**src/rtl/gha_pkg.sv**
```systemverilog
package gha_pkg;

    // Width of the generation field on both channels.
    localparam int GEN_FIELD_W = 16;

    typedef enum logic [1:0] {
        CMD_CREATE  = 2'd0,
        CMD_DESTROY = 2'd1,
        CMD_ALIVE   = 2'd2,
        CMD_COMMIT  = 2'd3
    } cmd_t;

    typedef enum logic [1:0] {
        STAT_OK          = 2'd0,
        STAT_TABLE_FULL  = 2'd1,
        STAT_INVALID     = 2'd2,
        STAT_QUEUE_FULL  = 2'd3
    } status_t;

    // Port strobes of a one-read, one-write memory.
    typedef struct packed {
        logic rd_en;
        logic wr_en;
    } mem_ctl_t;

endpackage

```
**src/rtl/gha_pend_queue.sv**
```systemverilog
module gha_pend_queue #(
    parameter int DEPTH = 64,
    parameter int DW    = 26
) (
    input  logic                                         aclk,
    input  logic                                         aresetn,
    input  gha_pkg::mem_ctl_t                            ctl,
    input  logic                                         clear,
    input  logic [((DEPTH > 1) ? $clog2(DEPTH) : 1)-1:0] rd_addr,
    input  logic [DW-1:0]                                wr_data,
    output logic [DW-1:0]                                rd_data,
    output logic [$clog2(DEPTH+1)-1:0]                   count
);

    localparam int AW = (DEPTH > 1) ? $clog2(DEPTH) : 1;
    localparam int CW = $clog2(DEPTH + 1);

    logic [DW-1:0] mem [DEPTH];
    logic [DW-1:0] q_reg;
    logic [CW-1:0] count_reg;

    // Pushes append at the fill count; the caller never pushes when full.
    always_ff @(posedge aclk) begin
        if (ctl.wr_en) begin
            mem[count_reg[AW-1:0]] <= wr_data;
        end
        if (ctl.rd_en) begin
            q_reg <= mem[rd_addr];
        end
    end

    always_ff @(posedge aclk) begin
        if (!aresetn) begin
            count_reg <= '0;
        end else if (clear) begin
            count_reg <= '0;
        end else if (ctl.wr_en) begin
            count_reg <= count_reg + CW'(1);
        end
    end

    assign rd_data = q_reg;
    assign count   = count_reg;

endmodule

```
**config.mk**
```make
export PLATFORM = sky130hd
export DESIGN_NAME = gha_pend_queue
export DESIGN_NICKNAME = d
export VERILOG_FILES = /design/src/rtl/gha_pkg.sv /design/src/rtl/gha_pend_queue.sv
export SDC_FILE = /design/constraint.sdc
export NUM_CORES = 1
export LEC_CHECK = 0
export BUFFER_PORTS_ARGS = -buffer_cell sky130_fd_sc_hd__buf_2
export CORE_MARGIN = 2
export CORE_UTILIZATION = 30
export DETAILED_ROUTE_END_ITERATION = 10
export HOLD_SLACK_MARGIN = 0.02
export PLACE_DENSITY = 0.42
export SKIP_CTS_REPAIR_TIMING = 1
export SLEW_MARGIN = 25
export SYNTH_ARGS = -nofsm -noshare
export SYNTH_HDL_FRONTEND = slang
export SYNTH_SLANG_ARGS = --single-unit
```
**constraint.sdc**
```tcl
create_clock -name aclk -period 12.05 [get_ports aclk]
set_input_delay 2.41 -clock aclk [delete_from_list [all_inputs] [get_ports aclk]]
set_output_delay 2.41 -clock aclk [all_outputs]
set_load 0.01 [all_outputs]
```
======== Word level (Yosys, flattened, before mapping) ========
Memories as Yosys holds them, arrays and structs flattened. A register that Yosys moved wholly into a read port is not among the register bits.
Cells that the tools add are included.
Widths: inputs -> output; s select.
storage, ports and cells
  RAM bits ................................ 1664
  word-level logic and storage cells ...... 7
  bits in read-only memories .............. 0
  memories ................................ 1
  input bits .............................. 37
  latch bits .............................. 0
  output and inout port bits .............. 33
  register bits ........................... 7
cells by class
  bitwise operators ....................... 1
  multiply operators ...................... 0
  add/subtract/negate cells ............... 1
  mux-type cells .......................... 2
  reduce and logical (&&, ||, !) cells .... 1
  divide/modulo/power cells ............... 0
  eq/ne operators ......................... 0
  shift operators ......................... 0
  order comparisons ....................... 0
memory list
  memory  depth  bits a word  read ports  clocked after memory_dff  write ports  line                  RTL
  mem     64     26           1           1                         1            gha_pend_queue.sv:18  logic [DW-1:0] mem [DEPTH];
operator list
  cell                 number
  $add 7x1->7 const B  1
  $mux 1               2
  $reduce_or 2->1      1
  $not 1->1            1

======== Depth between registers and ports, before layout ========
Gate-level depths: netlist of run 1.
  word-level depth ........................ 2
  depth in mapped cells ................... 10
  mapped depth without buffers ............ 5

======== Worst setup path after synthesis of run 1 ========
Ideal clock, no wire load.
  kind .................................... input -> register
  start point ............................. input port ctl[0] (netlist bit)
  end point ............................... memory mem[40][0], enable pin
  slack ................................... 6.124 ns
  library setup time ...................... 0.484 ns
  data required time ...................... 11.566 ns
  stages .................................. 2
  path buffers ............................ 0
  arrival time ............................ 5.442 ns
  cells stage by stage .................... and4b_1 nor4b_1
between the ends
  word-level cells in the longest chain between the ends .. 2
ends and longest elaborated chain
  what                          line                  RTL
  start: declaration            gha_pend_queue.sv:7   input gha_pkg::mem_ctl_t ctl,
  $mux 1                        gha_pend_queue.sv:24  if (ctl.wr_en) begin
  $mux 1 (not written as such)  gha_pend_queue.sv:25  mem[count_reg[AW-1:0]] <= wr_data;
  end: declaration              gha_pend_queue.sv:18
Every way passes these cells.

==> out/qor.yml, run 1 <==
run_status:
  status: "complete, no violations"
placed_design:
  dpl_cell_area_sq_um: 69200
  dpl.hpwl_microns: 108000
  gp_congestion: 0.800
  dp.cells: 5650
  io_buffers: 69
cells_and_area:
  final_common_cell: "edfxtp_1"
  fin_area_sq_um: 75200
  largest_register_ffs: 1664
  drive_gt1_frac: 0.307
  mostFrequentLayoutCells: "edfxtp_1 (1690), mux4_2 (413), clkbuf_16 (189)"
  nets: 3040
  instances_no_fill: 6006
  syn_to_final_growth_pct: 16.2
clock_network:
  cts.sinks: 1697
  clkLatencyLatePin_ps: 830
  clockRootBuffer: "clkbuf_16"
  tritoncts: "built"
  clk_pin_slew_ps: 60
  cts_buffers: 187
  h-tree-depth: 4
  clockBufferDepth: 3
pwr:
  leakage_nw: 23.3
  seq_power_share: 0.514
  pwr-share-clk: 0.440
  intPower_w: 0.00994
  p_sw_frac: 0.218
  pwr-share-comb: 0.046
  power.switching_w: 0.00276
  ir_worst_vdd_v: 0.000147
  cellPowerDensity_nw_per_um2: 169
setup_path:
  path_buf_inv: 3
  rr_startpoint: "count[1]"
  cp_cell_sequence: "buf_8 > buf_4 > buf_4 > mux4_2 > mux2i_1 > a22oi_1 > and4_1"
  critPathArrivalTime_ps: 6030
  worst_r2r_endpoint: "mem[14][23]"
  cp.required_ps: 12630
  critical_path_class: "input pin to flip-flop"
  cpPeakStageDelay_ps: 670
  path_common_cell: "buf_4"
  crit_fanout: 48
  rrSetupSlack_ps: 8840
  startpoint_type: "input pin"
  endpoint_kind: "flip-flop"
  critical-path-top-delay-family: "buffers and inverters"
  slowest_stage: "buf_4"
  worst_r2r_path_depth: 3
synth:
  syn_area_sq_um: 64700
  synth.top_cell.area_share: 0.784
  ys_types: 49
  synthArstFlopShare: 0
  ys_top_cells_by_area: "edfxtp_1 (78%), mux4_2 (14%), mux2i_1 (2.2%)"
  ys_ff_latch: 1697
  synth_edf_count: 1690
  ys_warn_count: 0
  ys.flop_type: "edfxtp_1"
  syn_area_per_cell_sq_um: 23.4
  syn-instance-count: 2762
  yosys.area.top_type: "edfxtp_1"
  ys_seq_area_frac: 0.786
  syn-num-nets: 2800
routing:
  wl_per_cell_microns: 31.2
  drt-initial-drc-count: 3205
  vias_per_cell: 5.03
  drc: 0
  drt-total-wl_microns: 188000
  first_pass_iters: 5
  antenna_left: 0
  via_count: 30200
sta:
  fin_setup_tns_ps: 0
  report.final.setup_viol: 0
  worstMarginPinSlew_ps: 1140
  min_period_ps: 5450
  fmax_ghz: 0.183
  hold_violations: 0
  skew_ps: 30.6
  drv_slew: 0
  rsz0062_at_grt: "no"
  max_slew_margin: 0.239
  finalCritPeriodShare: 0.452
floorplan:
  rows: 170
  dieArea_sq_um: 220000
  die_x_microns: 469
  core_sq_um: 215000
  die_h_microns: 469
  io_pins: 70
  start_util: 0.302
global_route:
  grt_usage: 0.171
  grt_max_degree: 102
  antenna_found_initial: 16
  grt_remaining_overflow: 0
  grt_first_pass_wirelength_microns: 259000
  grt_pass1_vias: 31400
min_path:
  holdPathEnd: "count[6]"
  min_path_type: "flip-flop to flip-flop"
  hold_start: "count[6]"
  hold_path_depth: 2
job:
  drv_cap: 0
==> metrics by stage <==
stage                     setup WS, ps  hold WS, ps  utilization  power [W]
final                             6600          489        0.351     0.0127
after global routing              6420          516        0.351     0.0131
after CTS                         6500          495        0.350     0.0129
after detailed placement          5620          487        0.323    0.00726
after global placement            5630          478        0.322    0.00725
after floorplan                   6120          502            -    0.00694
==> layer usage <==
layer	GRT usage	part of all wire	vias to the layer above
met2	0.285	0.49	961
met3	0.0292	0.056	228
met1	0.232	0.43	16600
met5	0	0	-
li1	-	-	12400
met4	0.0445	0.023	0
==> worst max path at each step <==
stage,startpoint,to,slack [ps],depth (start not counted)
2_1_floorplan,ctl[0],mem[40][0],6120,2
3_3_place_gp,rd_addr[1],rd_data[4],5630,7
3_5_place_dp,rd_addr[2],rd_data[13],5620,7
4_1_cts,rd_addr[2],rd_data[13],6500,7
5_1_grt,rd_addr[0],rd_data[9],6420,8
6_report,rd_addr[1],rd_data[4],6600,7
==> power groups by stage <==
stage                     logic [W]  clock network, W  registers (W)
after floorplan            0.000295                 0        0.00665
after global placement     0.000594                 0        0.00666
after detailed placement   0.000603                 0        0.00666
after CTS                  0.000603           0.00572        0.00654
after global routing       0.000621           0.00595        0.00653
final                      0.000584           0.00559        0.00653
==> worst reg2reg max path: cells and delay by family, from the launching register on <==
kind | cells | cell delay (ps)
flip-flops | 1 | 810
AND/OR/NAND/NOR | 2 | 1520
buffers and inverters | 1 | 470
==> layout make-up <==
cell class,instances,area (sq um)
Fill cell,19700,139000
Antenna cell,3,7.51
Multi-Input combinational cell,914,13300
Sequential cell,1697,50900
Tap cell,2838,3550
Clock buffer,230,4880
Timing Repair Buffer,202,1490
Clock inverter,122,1100
==> synthesized netlist by cell type, types with 4 or more instances <==
cell type and instances:
a21oi_1 4, nand2_1 34, o221ai_1 7, mux4_2 413, nor3b_1 4, nand4_1 5, dfxtp_1 7, nor4_1 7
o22a_1 7, a31o_1 4, buf_6 7, nand2b_1 6, nor3_1 6, nor2b_1 10, mux2i_1 142, a22oi_1 48
a32oi_1 13, o22ai_1 34, nand3_1 11, o21bai_1 7, buf_2 56, clkbuf_1 44, edfxtp_1 1690, and4_1 16
o211ai_1 7, mux2_2 16, buf_1 9, nor2_1 69, buf_4 35
==> kinds of logic (layout without fill, tap and decap cells) <==
| group | Yosys count | count (layout) | share of synthesized area |
|---|---|---|---|
| DFF | 1697 | 1697 | 0.786 |
| muxes | 571 | 571 | 0.168 |
| and+or+nand+nor | 184 | 184 | 0.0144 |
| AOI/OAI and AO/OA | 154 | 154 | 0.0178 |
| buffers and inverters | 151 | 554 | 0.0127 |
| xor gates and xnor gates | 4 | 4 | 0.000541 |
| adders and majority gates | 1 | 1 | 0.000193 |
| other | 0 | 3 | 0 |
Note: power is estimated with default switching activity, not from simulation.
==> inputs of run 2 (changes only) <==
--- a/config.mk
+++ b/config.mk
@@ -10,7 +10,7 @@
 export CORE_UTILIZATION = 30
 export DETAILED_ROUTE_END_ITERATION = 10
 export HOLD_SLACK_MARGIN = 0.02
-export PLACE_DENSITY = 0.42
+export PLACE_DENSITY = 0.43
 export SKIP_CTS_REPAIR_TIMING = 1
 export SLEW_MARGIN = 25
 export SYNTH_ARGS = -nofsm -noshare
==> constraint.sdc (replaced) <==
create_clock -name aclk -period 4.7 [get_ports aclk]
set_input_delay 0.94 -clock aclk [delete_from_list [all_inputs] [get_ports aclk]]
set_output_delay 0.94 -clock aclk [all_outputs]
set_load 0.01 [all_outputs]
==> run 2 against run 1 <==
Net effect: non-clock buffer count rose by 60; clock power rose to 2.5 times the previous value; core utilization rose by 0.24 points; critical path depth did not move; die area did not move; sequential power rose to 2.6 times the previous value; largest power group unchanged; power rose to 2.5 times the previous value; worst hold slack got worse by 110 ps; critical endpoint is now rd_data[12]; final cell count rose by 0.98%; via count rose by 0.84%; flip-flop and latch count did not move; setup slack got worse by 5100 ps.
==> out/qor.yml, run 2 (synthesis gave the netlist of run 1 again) <==
run_status:
  status: "complete, no violations"
setup_path:
  cp_cell_sequence: "buf_8 > buf_4 > buf_4 > mux4_2 > mux2i_1 > a22oi_1 > and4_1"
  critical_path_class: "input pin to flip-flop"
  path_common_cell: "buf_4"
  endpoint_kind: "flip-flop"
  critPathArrivalTime_ps: 3910  # -2120 ps
  cpPeakStageDelay_ps: 860  # +190 ps
  startpoint_type: "input pin"
  slowest_stage: "a22oi_1"
  cp.required_ps: 5390  # -7240 ps
  crit_fanout: 73  # +52%
min_path:
  min_path_type: "input pin to flip-flop"
pwr:
  total_power_w: 0.0323  # +150%
  leakage_nw: 23.5  # +0.96%
  cellPowerDensity_nw_per_um2: 426  # +150%
  ir_worst_vdd_v: 0.000356  # +140%
floorplan:
  core_sq_um: 215000  # unchanged
  start_util: 0.302  # unchanged
  die_h_microns: 469  # unchanged
  rows: 170  # unchanged
  io_pins: 70  # unchanged
  die_x_microns: 469  # unchanged
  dieArea_sq_um: 220000  # unchanged
global_route:
  grt_first_pass_wirelength_microns: 260000  # +0.37%
  grt_remaining_overflow: 0  # unchanged
  grt_usage: 0.172  # +0.000428
  grt_pass1_vias: 31700  # +0.97%
  antenna_found_initial: 22  # +6
  grt_max_degree: 74  # -27%
clock_network:
  clk_pin_slew_ps: 60  # about the same
  clkLatencyLatePin_ps: 830  # about the same
  tritoncts: "built"
  cts.sinks: 1697  # unchanged
  cts_buffers: 186  # -0.53%
  clockBufferDepth: 3  # unchanged
  h-tree-depth: 4  # unchanged
  clockRootBuffer: "clkbuf_16"
cells_and_area:
  final_common_cell: "edfxtp_1"
  drive_gt1_frac: 0.316  # +0.00888
  mostFrequentLayoutCells: "edfxtp_1 (1690), mux4_2 (413), clkbuf_16 (187)"
  nets: 3099  # +1.9%
  syn_to_final_growth_pct: 17.0
  largest_register_ffs: 1664  # unchanged
  fillers: 19600  # -0.37%
sta:
  rsz0062_at_grt: "no"
  min_period_ps: 3210
  max_slew_margin: 0.257  # +0.0187
  report.final.setup_viol: 0  # unchanged
  hold_violations: 0  # unchanged
  skew_ps: 52.7  # +22.0 ps
  hold_slack_ps: 376  # -114 ps
  drv_slew: 0  # unchanged
  fmax_ghz: 0.311
  worstMarginPinSlew_ps: 1110  # -28.0 ps
  finalCritPeriodShare: 0.684
routing:
  drt-initial-drc-count: 3188  # -0.53%
  drc: 0  # unchanged
  wl_per_cell_microns: 31.1  # -0.44%
  first_pass_iters: 5  # unchanged
  drt-total-wl_microns: 189000  # +0.54%
  via_count: 30500  # +0.84%
  antenna_left: 0  # unchanged
  vias_per_cell: 5.02  # -0.14%
placed_design:
  dpl.hpwl_microns: 114000  # +5.4%
  io_buffers: 69  # unchanged
  gp_congestion: 0.903  # +13%
job:
  drv_cap: 0  # unchanged
==> run 2: changes by cell type in the layout (fill, tap and decap cells not counted), moves of 3 or more <==
cell       delta
diode_2      +15
nor2_2        -3
clkinv_16     +4
nor2_4        +3
clkinv_2     -19
nor4_1        -6
bufinv_16     -4
buf_12       +13
buf_4        +52
nor4_2        +6
clkbuf_1      +6
==> run 2: cell type report <==
| type | count | area (sq um) | share of cell area |
|---|---|---|---|
| Antenna cell | 18 | 45.0 | 0.000595 |
| Clock buffer | 234 | 4860 | 0.0641 |
| Clock inverter | 102 | 975 | 0.0129 |
| Multi-Input combinational cell | 914 | 13400 | 0.176 |
| Sequential cell | 1697 | 50900 | 0.672 |
| Tap cell | 2838 | 3550 | 0.0469 |
| Timing Repair Buffer | 262 | 2060 | 0.0273 |
==> run 2: where the power goes <==
part | internal, W | switching, W
logic | 0.000552 | 0.00101
clock network | 0.00799 | 0.00599
registers | 0.0167 | 0.0000534
==> run 2: per-layer routing <==
metal | up-vias | GRT usage | wire length [microns]
li1 | 12500 | - | -
met1 | 16800 | 0.234 | 80900
met2 | 953 | 0.281 | 91700
met3 | 238 | 0.0309 | 10600
met4 | 2 | 0.0508 | 5340
met5 | - | 0 | 13
==> run 2: through the flow <==
| step | instances | instance area, sq um | util | setup slack, ps | TNS, ps |
|---|---|---|---|---|---|
| after floorplan | 2762 | 64700 | - | 244 | 0 |
| after global placement | 5701 | 69700 | 0.325 | -144 | -206 |
| after detailed placement | 5706 | 69800 | 0.325 | 628 | 0 |
| after CTS | 6042 | 75700 | 0.353 | 1430 | 0 |
| after global routing | 6047 | 75700 | 0.353 | 1390 | 0 |
| final | 6065 | 75700 | 0.353 | 1490 | 0 |
==> run 2: worst paths after layout <==
path / to / from / slack (ps) / cells past startpoint
max: rd_data[12] / rd_addr[2] / 1490 / 7
min: mem[21][4] / wr_data[4] / 380 / 1
max reg2reg: mem[31][7] / count[2] / 1500 / 4
min reg2reg: count[6] / count[6] / 490 / 2
==> run 2: worst max-delay path: cells and delay by family <==
family | cells | cell delay [ps]
AND/OR/NAND/NOR | 1 | 320
multiplexers | 2 | 360
AO/OA/AOI/OAI | 1 | 860
buffers and inverters | 3 | 1150
